### src/resource_handle_registry_defines.svh
// assertion macros for the resource handle registry
// used by modules that check their own control logic; needs clk and arst_n in scope
`ifndef RESOURCE_HANDLE_REGISTRY_DEFINES_SVH
`define RESOURCE_HANDLE_REGISTRY_DEFINES_SVH
`ifndef SYNTHESIS
`define RHR_ASSERT(label, prop, msg) \
	label: assert property (@(posedge clk) disable iff (!arst_n) (prop)) else $error(msg);
`define RHR_ASSERT_NEXT(label, ante, cons, msg) \
	label: assert property (@(posedge clk) disable iff (!arst_n) (ante) |=> (cons)) \
		else $error(msg);
`else
`define RHR_ASSERT(label, prop, msg)
`define RHR_ASSERT_NEXT(label, ante, cons, msg)
`endif
`endif

### src/rhr_ram.sv
// generic single-port-write, single-port-read ram with registered read data
// no dependencies
`default_nettype none
module rhr_ram #(
	parameter int WIDTH = 8,
	parameter int DEPTH = 16
) (
	input  wire logic                     clk,
	input  wire logic                     we,
	input  wire logic [$clog2(DEPTH)-1:0] waddr,
	input  wire logic [WIDTH-1:0]         wdata,
	input  wire logic                     re,
	input  wire logic [$clog2(DEPTH)-1:0] raddr,
	output logic      [WIDTH-1:0]         rdata
);

	logic [WIDTH-1:0] mem_q [DEPTH];

	// write port
	always_ff @(posedge clk) begin
		if (we) begin
			mem_q[waddr] <= wdata;
		end
	end

	// registered read port
	always_ff @(posedge clk) begin
		if (re) begin
			rdata <= mem_q[raddr];
		end
	end

endmodule
`default_nettype wire

### config.mk
export PLATFORM = sky130hd
export DESIGN_NAME = rhr_ram
export DESIGN_NICKNAME = d
export VERILOG_FILES = /design/src/resource_handle_registry_defines.svh /design/src/rhr_ram.sv
export SDC_FILE = /design/constraint.sdc
export NUM_CORES = 1
export LEC_CHECK = 0
export ABC_CLOCK_PERIOD_IN_PS = 2100
export BUFFER_PORTS_ARGS = -buffer_cell sky130_fd_sc_hd__buf_4
export CAP_MARGIN = 10
export CELL_PAD_IN_SITES_DETAIL_PLACEMENT = 1
export CELL_PAD_IN_SITES_GLOBAL_PLACEMENT = 2
export CORE_MARGIN = 2
export CORE_UTILIZATION = 45
export DETAILED_ROUTE_END_ITERATION = 8
export GPL_TIMING_DRIVEN = 0
export HOLD_SLACK_MARGIN = 0.15
export PLACE_DENSITY_LB_ADDON = 0.1
export SYNTH_ARGS = -nofsm -noshare
export SYNTH_HDL_FRONTEND = slang
export SYNTH_SLANG_ARGS = --single-unit
### constraint.sdc
create_clock -name clk -period 2.1 [get_ports clk]
set_input_delay 0.42 -clock clk [delete_from_list [all_inputs] [get_ports clk]]
set_output_delay 0.42 -clock clk [all_outputs]
set_load 0.03 [all_outputs]
==> results.sh <==
export IMPL_period_needed_ns=1.77
export IMPL_netlist_instances=229
export IMPL_clk_pin_slew_worst_paths_ns=0.06
export IMPL_synth_edff_count=136
export IMPL_finalCritPeriodShare_pct=84.1
export IMPL_slew_headroom_pct=42.7
export IMPL_grt_usage_pct=18.7
export IMPL_vias=2427
export IMPL_cts_buffers=17
export IMPL_ys_flop_type="edfxtp_1"
export IMPL_post_cts_resized=0
export IMPL_cts_setup_buffers=0
export IMPL_setup_ws_ns=0.334
export IMPL_max_cap_violations=0
export IMPL_hold_viol=0
export IMPL_cts_buffer_depth=2
export IMPL_first_global_vias=2605
export IMPL_synth_seq_cells=136
export IMPL_synth_top_area_share_pct=78.1
export IMPL_place_gp_congestion=0.747
export IMPL_synth_seq_area_share_pct=78.1
export IMPL_worst_slew_pin_transition_ns=0.857
export IMPL_clk_latency_ns=0.41
export IMPL_post_dp_cell_area_um2=5610
export IMPL_synth_top_cell_by_area="edfxtp_1"
export IMPL_postCtsHoldBufs=0
export IMPL_pre_cts_slack_ns=-0.127
export IMPL_fmax_ghz=0.566
export IMPL_drt_vias_per_instance=5.61
export IMPL_synth_cell_type_count=18
export IMPL_antenna_found_initial=0
export IMPL_synth_common_cells="edfxtp_1 (136), mux4_2 (18), a22oi_1 (16)"
export IMPL_setup_viol=0
export IMPL_num_rows=39
export IMPL_nets=296
export IMPL_drc_errors=0
export IMPL_synth_most_common_cell="edfxtp_1"
export IMPL_drive_gt1_share_pct=29.0
export IMPL_cp_data_arrival_time_ns=1.88
export IMPL_cts_root_buf="clkbuf_16"
export IMPL_synth_area_leaders="edfxtp_1 (78%), mux4_2 (7.8%), mux4_1 (7.0%), a22oi_1 (2.3%), nor2_1 (0.93%)"
export IMPL_rsz0062_at_grt="no"
export IMPL_worstPathMaxFanout=5
export IMPL_coreArea_um2=11400
export IMPL_grt_max_degree=17
export IMPL_cts_sinks=136
export IMPL_end_kind="flip-flop"
export IMPL_dieHeight_um=112
export IMPL_leakage_nw=2.09
export IMPL_drtAntennaViolNets=0
export IMPL_syn_area_um2=5230
export IMPL_start_util_pct=46.0
export IMPL_slew_viol_final=0
export IMPL_skew_ns=0.00530
export IMPL_syn2layout_area_growth_pct=18.9
export IMPL_place_hpwl_mm=6.70
export IMPL_cp_start_kind="primary input"
export IMPL_ys_async_sr_fraction_pct=0
export IMPL_htree_levels=4
export IMPL_dieWidth_um=112
export IMPL_port_buffers=25
export IMPL_drt_initial_drc_count=152
export IMPL_hold_path_class="in -> reg"
export IMPL_gr_total_overflow=0
export IMPL_whs_ns=0.292
export IMPL_tritoncts="yes"
export IMPL_ios=27
export IMPL_peakVddDrop_mv=0.470
export IMPL_n_antenna_cell=0
export IMPL_status="finished clean"
export IMPL_final_area_um2=6210
export IMPL_synthesis_nets=248
export IMPL_firstDrtPassIters=4
export IMPL_wl_per_cell_um=24.8
export IMPL_wirelength_mm=10.7
export IMPL_die_area_um2=12500
export IMPL_fin_setup_tns_ns=0
export IMPL_cp_required_ns=2.22
export IMPL_synth_warnings=0
export IMPL_power_density_nw_per_um2=1030
export IMPL_grt_pass1_wl_mm=16.5
export IMPL_path_class="in -> reg"
export IMPL_syn_avg_cell_area_um2=22.8
critical path, cell delays in order:
cell	delay, ns
buf_4	0.12
or3b_2	0.53
nor3_1	0.53
buf_4	0.28
per-layer routing:
metal / GRT usage [%] / share of wire, % / routed length, µm
met5: 0 / 0 / 0
met4: 6.42 / 1.4 / 155
met3: 5.44 / 4.0 / 427
met2: 27.3 / 47 / 5030
met1: 27.3 / 48 / 5120
final timing paths:
kind                     start          end  slack [ns]  cells after the start
setup reg to reg   mem_q[5][0]     rdata[0]        0.53                      3
setup / recovery      waddr[2]  mem_q[0][4]        0.33                      4
hold reg to reg   mem_q[11][2]     rdata[2]        0.76                      3
hold / removal              re     rdata[7]        0.29                      1
per-stage QoR:
stage	cells	total power (W)	utilization, %
after global routing	433	0.00660	54.7
after floorplan	229	0.00331	-
final	433	0.00641	54.7
after global placement	397	0.00346	49.2
after detailed placement	399	0.00347	49.3
after CTS	431	0.00645	54.5
placed cells by master (no fill, tap or decap), types with 2 or more instances in the layout:
cell	Yosys	final
buf_6	3	3
clkbuf_1	0	3
a22oi_1	16	16
nand2b_1	2	2
buf_4	1	27
mux4_2	18	18
nand3b_1	2	2
mux4_1	14	14
clkinv_1	0	3
bufinv_16	0	4
nor3_1	4	4
edfxtp_1	136	136
clkdlybuf4s25_2	3	3
clkinv_2	0	5
nor2_1	13	13
clkbuf_16	0	17
nand2_1	9	9
clkbuf_4	0	2
buf_2	3	4
where the power goes:
group / switching [W] / internal, W / total (W)
Combinational: 0.000199 / 0.000136 / 0.000336
Clock: 0.00103 / 0.00196 / 0.00300
Sequential: 0.0000133 / 0.00306 / 0.00307
cell type report:
type | count | area [µm²]
Fill cell | 987 | 5150
Sequential cell | 136 | 4080
Multi-Input combinational cell | 83 | 1060
Clock buffer | 20 | 437
Timing Repair Buffer | 29 | 215
Tap cell | 143 | 179
Clock inverter | 12 | 156
Buffer | 10 | 86.3
cell families after synthesis:
group / count (synthesis) / share of synthesized area [%]
AO/OA/AOI/OAI: 16 / 2.30
AND/OR/NAND/NOR: 35 / 3.14
flip-flops: 136 / 78.1
multiplexers: 32 / 14.8
buffers and inverters: 10 / 1.65
registers in the layout, indices dropped and copies added (netlist names):
signal	cells
mem_q	128
rdata	8
Note: power is estimated with default switching activity, not from simulation.
