**src/resource_handle_registry_defines.svh**
```systemverilog
// assertion macros for the resource handle registry
// used by modules that check their own control logic; needs clk and arst_n in scope
`ifndef RESOURCE_HANDLE_REGISTRY_DEFINES_SVH
`define RESOURCE_HANDLE_REGISTRY_DEFINES_SVH
`ifndef SYNTHESIS
`define RHR_ASSERT(label, prop, msg) \
	label: assert property (@(posedge clk) disable iff (!arst_n) (prop)) else $error(msg);
`define RHR_ASSERT_NEXT(label, ante, cons, msg) \
	label: assert property (@(posedge clk) disable iff (!arst_n) (ante) |=> (cons)) \
		else $error(msg);
`else
`define RHR_ASSERT(label, prop, msg)
`define RHR_ASSERT_NEXT(label, ante, cons, msg)
`endif
`endif

```
**src/rhr_pkg.sv**
```systemverilog
// shared types and constants of the resource handle registry
// no dependencies
`default_nettype none
package rhr_pkg;

	localparam int TABLE_DEPTH_DEF = 128;
	localparam logic [15:0] SLOT_LIMIT_RST = 16'd32;

	typedef enum logic [1:0] {
		REQ_REGISTER   = 2'd0,
		REQ_UNREGISTER = 2'd1,
		REQ_RESOLVE    = 2'd2,
		REQ_CLEAR      = 2'd3
	} req_type_t;

	typedef enum logic [1:0] {
		ST_OK        = 2'd0,
		ST_REJECTED  = 2'd1,
		ST_FULL      = 2'd2,
		ST_NOT_FOUND = 2'd3
	} status_t;

	typedef enum logic [2:0] {
		S_IDLE,
		S_SCAN,
		S_APPLY,
		S_MOVE_RD,
		S_MOVE_WR,
		S_DONE
	} state_t;

	// one stored table entry
	typedef struct packed {
		logic [15:0] opaque;
		logic [31:0] native;
		logic [7:0]  rtype;
		logic [7:0]  life;
		logic [15:0] slot;
		logic [15:0] key;
	} entry_t;

	localparam int ENTRY_W = $bits(entry_t);

	// one incoming request item
	typedef struct packed {
		req_type_t   req_type;
		logic [7:0]  res_type;
		logic [15:0] slot;
		logic [15:0] res_key;
		logic [7:0]  lifetime;
		logic [31:0] backend_id;
		logic [15:0] lookup_id;
	} req_t;

	// one result item
	typedef struct packed {
		status_t     status;
		logic [15:0] handle_id;
		logic [31:0] resolved_native;
	} result_t;

endpackage
`default_nettype wire

```
**src/rhr_ctrl.sv**
```systemverilog
// request sequencer: scans the entry table, applies register/unregister/resolve/clear
// depends on rhr_pkg and resource_handle_registry_defines.svh
`default_nettype none
`include "resource_handle_registry_defines.svh"
module rhr_ctrl #(
	parameter int TABLE_DEPTH = rhr_pkg::TABLE_DEPTH_DEF
) (
	input  wire logic                                 clk,
	input  wire logic                                 arst_n,
	input  wire rhr_pkg::req_t                        req,
	input  wire logic                                 req_valid,
	output logic                                      req_ready,
	input  wire logic [15:0]                          slot_limit,
	output logic                                      fin_valid,
	output rhr_pkg::result_t                          fin,
	input  wire logic                                 fin_take,
	output logic                                      mem_we,
	output logic [$clog2(TABLE_DEPTH)-1:0]            mem_waddr,
	output logic [rhr_pkg::ENTRY_W-1:0]               mem_wdata,
	output logic                                      mem_re,
	output logic [$clog2(TABLE_DEPTH)-1:0]            mem_raddr,
	input  wire logic [rhr_pkg::ENTRY_W-1:0]          mem_rdata
);

	localparam int IDX_W = $clog2(TABLE_DEPTH);
	localparam int CNT_W = $clog2(TABLE_DEPTH + 1);
	localparam logic [CNT_W-1:0] FULL_CNT = CNT_W'(TABLE_DEPTH);

	rhr_pkg::state_t  state_q, state_d;
	rhr_pkg::req_t    req_q, req_d;
	rhr_pkg::result_t res_q, res_d;
	rhr_pkg::entry_t  rd_entry, hit_entry_q, hit_entry_d, new_entry;
	logic [CNT_W-1:0] count_q, count_d;
	logic [15:0]      next_id_q, next_id_d;
	logic [CNT_W-1:0] scan_idx_q, scan_idx_d;
	logic             pend_s1, pend_d;
	logic [IDX_W-1:0] idx_s1, idx_d;
	logic             found_q, found_d;
	logic [IDX_W-1:0] hit_idx_q, hit_idx_d;
	logic [CNT_W-1:0] last_idx;
	logic             slot_ok;
	logic             hit_cond;
	logic             hit;
	logic [15:0]      new_id;
	logic [15:0]      new_next_id;

	assign rd_entry = rhr_pkg::entry_t'(mem_rdata);
	assign last_idx = count_q - CNT_W'(1);
	assign fin      = res_q;

	// entry match against the item being served
	always_comb begin
		slot_ok = (req_q.slot != 16'd0) && (req_q.slot < slot_limit);
		case (req_q.req_type)
			rhr_pkg::REQ_RESOLVE: begin
				hit_cond = (req_q.lookup_id != 16'd0) && (rd_entry.opaque == req_q.lookup_id);
			end
			default: begin
				if (req_q.slot != 16'd0) begin
					hit_cond = slot_ok && (rd_entry.slot == req_q.slot);
				end else begin
					hit_cond = (req_q.res_key != 16'd0) && (rd_entry.key == req_q.res_key);
				end
			end
		endcase
		hit = pend_s1 && hit_cond;
	end

	// next opaque id, skipping zero
	always_comb begin
		if (next_id_q == 16'd0) begin
			new_id      = 16'd1;
			new_next_id = 16'd2;
		end else begin
			new_id      = next_id_q;
			new_next_id = next_id_q + 16'd1;
		end
	end

	// fields written by a register item
	always_comb begin
		new_entry.opaque = found_q ? hit_entry_q.opaque : new_id;
		new_entry.native = req_q.backend_id;
		new_entry.rtype  = req_q.res_type;
		new_entry.life   = req_q.lifetime;
		new_entry.slot   = req_q.slot;
		new_entry.key    = req_q.res_key;
	end

	// next state and outputs
	always_comb begin
		state_d     = state_q;
		req_d       = req_q;
		res_d       = res_q;
		count_d     = count_q;
		next_id_d   = next_id_q;
		scan_idx_d  = scan_idx_q;
		pend_d      = 1'b0;
		idx_d       = idx_s1;
		found_d     = found_q;
		hit_idx_d   = hit_idx_q;
		hit_entry_d = hit_entry_q;
		req_ready   = 1'b0;
		fin_valid   = 1'b0;
		mem_we      = 1'b0;
		mem_waddr   = hit_idx_q;
		mem_wdata   = new_entry;
		mem_re      = 1'b0;
		mem_raddr   = scan_idx_q[IDX_W-1:0];
		case (state_q)
			rhr_pkg::S_IDLE: begin
				req_ready = 1'b1;
				if (req_valid) begin
					req_d = req;
					res_d.status          = rhr_pkg::ST_OK;
					res_d.handle_id       = 16'd0;
					res_d.resolved_native = 32'd0;
					scan_idx_d            = '0;
					if (req.req_type == rhr_pkg::REQ_CLEAR) begin
						count_d   = '0;
						next_id_d = 16'd1;
						state_d   = rhr_pkg::S_DONE;
					end else if (req.req_type == rhr_pkg::REQ_REGISTER &&
							(req.res_type == 8'd0 || req.backend_id == 32'd0)) begin
						res_d.status = rhr_pkg::ST_REJECTED;
						state_d      = rhr_pkg::S_DONE;
					end else begin
						state_d = rhr_pkg::S_SCAN;
					end
				end
			end
			rhr_pkg::S_SCAN: begin
				if (hit) begin
					found_d     = 1'b1;
					hit_idx_d   = idx_s1;
					hit_entry_d = rd_entry;
					state_d     = rhr_pkg::S_APPLY;
				end else if (scan_idx_q == count_q) begin
					found_d = 1'b0;
					state_d = rhr_pkg::S_APPLY;
				end else begin
					mem_re     = 1'b1;
					pend_d     = 1'b1;
					idx_d      = scan_idx_q[IDX_W-1:0];
					scan_idx_d = scan_idx_q + CNT_W'(1);
				end
			end
			rhr_pkg::S_APPLY: begin
				state_d = rhr_pkg::S_DONE;
				case (req_q.req_type)
					rhr_pkg::REQ_REGISTER: begin
						if (found_q) begin
							mem_we          = 1'b1;
							res_d.handle_id = hit_entry_q.opaque;
						end else if (count_q == FULL_CNT) begin
							res_d.status = rhr_pkg::ST_FULL;
						end else begin
							mem_we          = 1'b1;
							mem_waddr       = count_q[IDX_W-1:0];
							count_d         = count_q + CNT_W'(1);
							next_id_d       = new_next_id;
							res_d.handle_id = new_id;
						end
					end
					rhr_pkg::REQ_UNREGISTER: begin
						if (found_q) begin
							state_d = rhr_pkg::S_MOVE_RD;
						end else begin
							res_d.status = rhr_pkg::ST_NOT_FOUND;
						end
					end
					rhr_pkg::REQ_RESOLVE: begin
						if (found_q) begin
							res_d.resolved_native = hit_entry_q.native;
						end else begin
							res_d.status = rhr_pkg::ST_NOT_FOUND;
						end
					end
					default: begin
						res_d.status = rhr_pkg::ST_OK;
					end
				endcase
			end
			rhr_pkg::S_MOVE_RD: begin
				// fetch the last entry to fill the freed place
				mem_re    = 1'b1;
				mem_raddr = last_idx[IDX_W-1:0];
				state_d   = rhr_pkg::S_MOVE_WR;
			end
			rhr_pkg::S_MOVE_WR: begin
				mem_we    = 1'b1;
				mem_wdata = mem_rdata;
				count_d   = last_idx;
				state_d   = rhr_pkg::S_DONE;
			end
			rhr_pkg::S_DONE: begin
				fin_valid = 1'b1;
				if (fin_take) begin
					state_d = rhr_pkg::S_IDLE;
				end
			end
			default: begin
				state_d = rhr_pkg::S_IDLE;
			end
		endcase
	end

	// control state
	always_ff @(posedge clk or negedge arst_n) begin
		if (!arst_n) begin
			state_q   <= rhr_pkg::S_IDLE;
			count_q   <= '0;
			next_id_q <= 16'd1;
			pend_s1   <= 1'b0;
		end else begin
			state_q   <= state_d;
			count_q   <= count_d;
			next_id_q <= next_id_d;
			pend_s1   <= pend_d;
		end
	end

	// payload registers
	always_ff @(posedge clk) begin
		req_q       <= req_d;
		res_q       <= res_d;
		scan_idx_q  <= scan_idx_d;
		idx_s1      <= idx_d;
		found_q     <= found_d;
		hit_idx_q   <= hit_idx_d;
		hit_entry_q <= hit_entry_d;
	end

	`RHR_ASSERT(a_count_bound, count_q <= FULL_CNT, "entry count above table depth")
	`RHR_ASSERT(a_one_access, !(mem_we && mem_re), "table read and written in one cycle")
	`RHR_ASSERT(a_full_real, !(fin_valid && fin.status == rhr_pkg::ST_FULL) || count_q == FULL_CNT, "table full reported on a table with room")
	`RHR_ASSERT_NEXT(a_clear, state_q == rhr_pkg::S_IDLE && req_valid && req.req_type == rhr_pkg::REQ_CLEAR, count_q == '0 && next_id_q == 16'd1, "clear item did not empty the table")

endmodule
`default_nettype wire

```
**config.mk**
```make
export PLATFORM = sky130hd
export DESIGN_NAME = rhr_ctrl
export DESIGN_NICKNAME = d
export VERILOG_FILES = /design/src/rhr_pkg.sv /design/src/rhr_ctrl.sv
export VERILOG_INCLUDE_DIRS = /design/src /design/src/src
export SDC_FILE = /design/constraint.sdc
export NUM_CORES = 1
export LEC_CHECK = 0
export BUFFER_PORTS_ARGS = -buffer_cell sky130_fd_sc_hd__buf_2
export CAP_MARGIN = 0
export CORE_ASPECT_RATIO = 0.8
export CORE_UTILIZATION = 45
export CTS_CLUSTER_DIAMETER = 200
export DETAILED_ROUTE_END_ITERATION = 6
export GPL_TIMING_DRIVEN = 1
export HOLD_SLACK_MARGIN = 0.06
export PLACE_DENSITY = 0.75
export SLEW_MARGIN = 20
export SYNTH_ARGS = -nofsm -noshare
export SYNTH_HDL_FRONTEND = slang
export SYNTH_SLANG_ARGS = --single-unit
```
**constraint.sdc**
```tcl
create_clock -name clk -period 6.1 [get_ports clk]
set_input_delay 0.915 -clock clk [delete_from_list [all_inputs] [get_ports clk]]
set_output_delay 0.915 -clock clk [all_outputs]
set_load 0.05 [all_outputs]
```
==> impl_metrics.csv <==
group,metric,value,unit
sta,rsz0062_at_grt,"no",
pwr,power_density,486,nW/um2
floorplanning,dieArea,26500,um2
setup_path,crit_start,"new_entry[28]",
detailed_routing,firstDrtPassIters,5,
sta,min_period,4.52,ns
setup_path,cp.required,5.18,ns
sta,fin_crit_sh,0.740,
detailed_routing,antenna_left,0,
cts,h-tree-depth,1,
synth,avgSynthCellArea,11.2,um2
layout,syn_to_final_growth,26.7,%
grt,grt_pass1_wl,51200,um
grt,globalRouteOverflowTotal,0,
synth,syn-instance-count,1036,
pwr,power.share.clock,0.241,
placement,routabilityCongestion,0.906,
pwr,power_frac_seq,0.351,
pwr,p_switching,3190,uW
cts,cts-resized-gates,0,
placement,place_inst,1695,
outcome,status,"finished, final reports clean",
setup_path,r2r_end,"scan_idx_q[0]",
flow_run,cap_violations,0,
cts,cts_tree,"done",
grt,grt_max_degree,82,
detailed_routing,totalWireLength,34200,um
detailed_routing,via_per_inst,5.44,
cts,cts_buffer_depth,3,
setup_path,endpoint,"mem_re",
detailed_routing,wl_per_cell,19.6,um
floorplanning,core_area,25400,um2
setup_path,arrival,3.60,ns
grt,antenna_found_initial,1,
synth,synth_warnings,0,
detailed_routing,met3_length,2340,um
synth,yosysUniqueCellTypes,54,
cts,root_buffer,"clkbuf_16",
cts,insertion_delay,0.53,ns
setup_path,worst_setup_path_end_kind,"output port",
layout,drive_gt1_frac,0.313,
sta,tightest_slew,1.05,ns
placement,pre_cts_ws,1.64,ns
detailed_routing,drc,0,
sta,setup_viol,0,
floorplanning,io_pins,378,
sta,fin_setup_tns,0,ns
detailed_routing,first_iter_violations,659,
layout,fin_nets,1638,
layout,fin_cells,1744,
setup_path,reg2reg_from,"new_entry[28]",
cts,cts_setup_buffers,0,
cts,postCtsHoldBufs,0,
placement,place_hpwl,25400,um
grt,grt_use_total,0.252,
sta,whs,0.417,ns
synth,yosysMostFrequentCell,"nand2_1",
detailed_routing,top_layer,"met4",
layout,fillers,2096,
synth,syn_area,11600,um2
synth,ys_seq_area_frac,0.625,
synth,synth_largest_area_cell,"edfxtp_1",
sta,fin_ws,1.58,ns
setup_path,path_max_fanout,6,
detailed_routing,wl_met2,16800,um
synth,async_reset_ff_frac,0.113,
placement,port_buffers,377,
pwr,p_sw_frac,0.445,
pwr,combPwrFrac,0.408,
sta,clock_skew,0.0143,ns
cts,clk_pin_slew,0.06,ns
synth,syn-num-nets,1275,
sta,relSlewSlack,0.300,
synth,synth_area_leaders,"edfxtp_1 (57%), nand2_1 (8.8%), dfrtp_1 (5.8%)",
sta,drv_slew,0,
floorplanning,start_util,0.459,
cts,cts.sinks,247,
setup_path,reg2reg_depth,7,
setup_path,critical_path_class,"flop to output port",
setup_path,rrSetupSlack,2.45,ns
cts,cts_buffers,26,
pwr,vdd_ir_drop_max,0.000279,V
synth,synthTopCellsByCount,"nand2_1 (273), edfxtp_1 (219), nor2_1 (70)",
hold_path,hp-class,"input pin to asynchronous set/reset pin",
floorplanning,rows,52,
grt,grt_pass1_vias,9144,
detailed_routing,wl_met1,14100,um
setup_path,startpoint_type,"flop",
pwr,p_int,3980,uW
sta,fmax,221,MHz
synth,yosys_register_bits,247,
synth,synth_top_area_frac,0.565,
synth,synth-edff-count,219,
floorplanning,die_height,146,um
floorplanning,dieWidth,182,um
pwr,cellLeakagePower,0.00659,uW
synth,synth-main-ff-cell,"edfxtp_1",
layout,post-route-util,0.581,
sta,finalHoldViolations,0,
detailed_routing,vias,9491,
-- metrics by stage --
stage                     power (uW)  cell area, um2
after floorplan                 4680           11600
after global placement          5420           13800
after detailed placement        5470           13800
after CTS                       7200           14700
after global routing            7470           14700
final                           7170           14700
-- kinds of logic after synthesis --
group	share of synthesized area
flops	0.625
simple gates	0.186
buf+inv	0.0276
fa+ha+maj	0.0269
xor+xnor	0.0587
compound gates	0.0592
mux	0.0157
-- layout make-up --
type,instances,area [um2],area share
clock inverters,18,240,0.0163
diodes,1,2.50,0.000170
flip-flops and latches,247,7280,0.494
clock buffers,30,697,0.0473
well taps,324,405,0.0275
multi-input cells,712,4070,0.276
repair buffers,385,1950,0.132
inverters,27,104,0.00704
-- flip-flops by register name (all words and copies together) (netlist names) --
register and cells:
count_q 8, found_q 1, idx_s1 7, pend_s1 1, new_entry 80, scan_idx_q 8, fin 50, hit_idx_q 7
state_q 3, hit_entry_q 48, req_q 18, next_id_q 16
-- power groups by stage --
stage                     clock network (uW)  logic, uW  registers (uW)
after floorplan                            0       2010            2670
after global placement                     0       2890            2530
after detailed placement                   0       2920            2540
after CTS                               1750       2940            2510
after global routing                    1810       3120            2550
final                                   1730       2930            2520
-- metal layers --
layer  vias to the layer above  GRT usage
met5                         -          0
met2                       450      0.429
li1                       4418          -
met3                        64     0.0425
met4                         0     0.0843
met1                      4559      0.328
-- placed cells by master (no fill, tap or decap), drive strengths merged, types with 6 or more instances in the layout --
cell type	Yosys	layout
nor4	36	36
ha	25	25
dfrtp	27	27
xnor2	23	23
mux2i	16	16
edfxtp	219	219
nor2	70	70
and3	44	44
nand2	273	273
nand3	18	18
a22o	9	9
a21oi	30	30
o21ai	31	31
clkbuf	40	30
clkinv	0	8
inv	27	30
xor2	55	55
nor3	6	6
buf	10	385
nand4	13	13
-- worst max-delay path: stages (launching register included) --
cell and delay [ns]:
edfxtp_1 0.53, ha_1 0.35, nand4_1 0.22, or4_1 0.58
o2111a_1 0.27, o21ai_0 0.42, inv_1 0.21, o21ai_0 0.21
buf_2 0.29
-- worst min path at each step --
stage               cells past startpoint           end       from  slack [ns]
floorplan                               0  hit_idx_q[0]  idx_s1[0]        0.40
global placement                        0  hit_idx_q[0]  idx_s1[0]        0.40
detailed placement                      0  hit_idx_q[3]  idx_s1[3]        0.40
CTS                                     1    count_q[6]     arst_n        0.42
global route                            0  hit_idx_q[0]  idx_s1[0]        0.43
finish                                  1    count_q[6]     arst_n        0.42
Note: power is estimated with default switching activity, not from simulation.
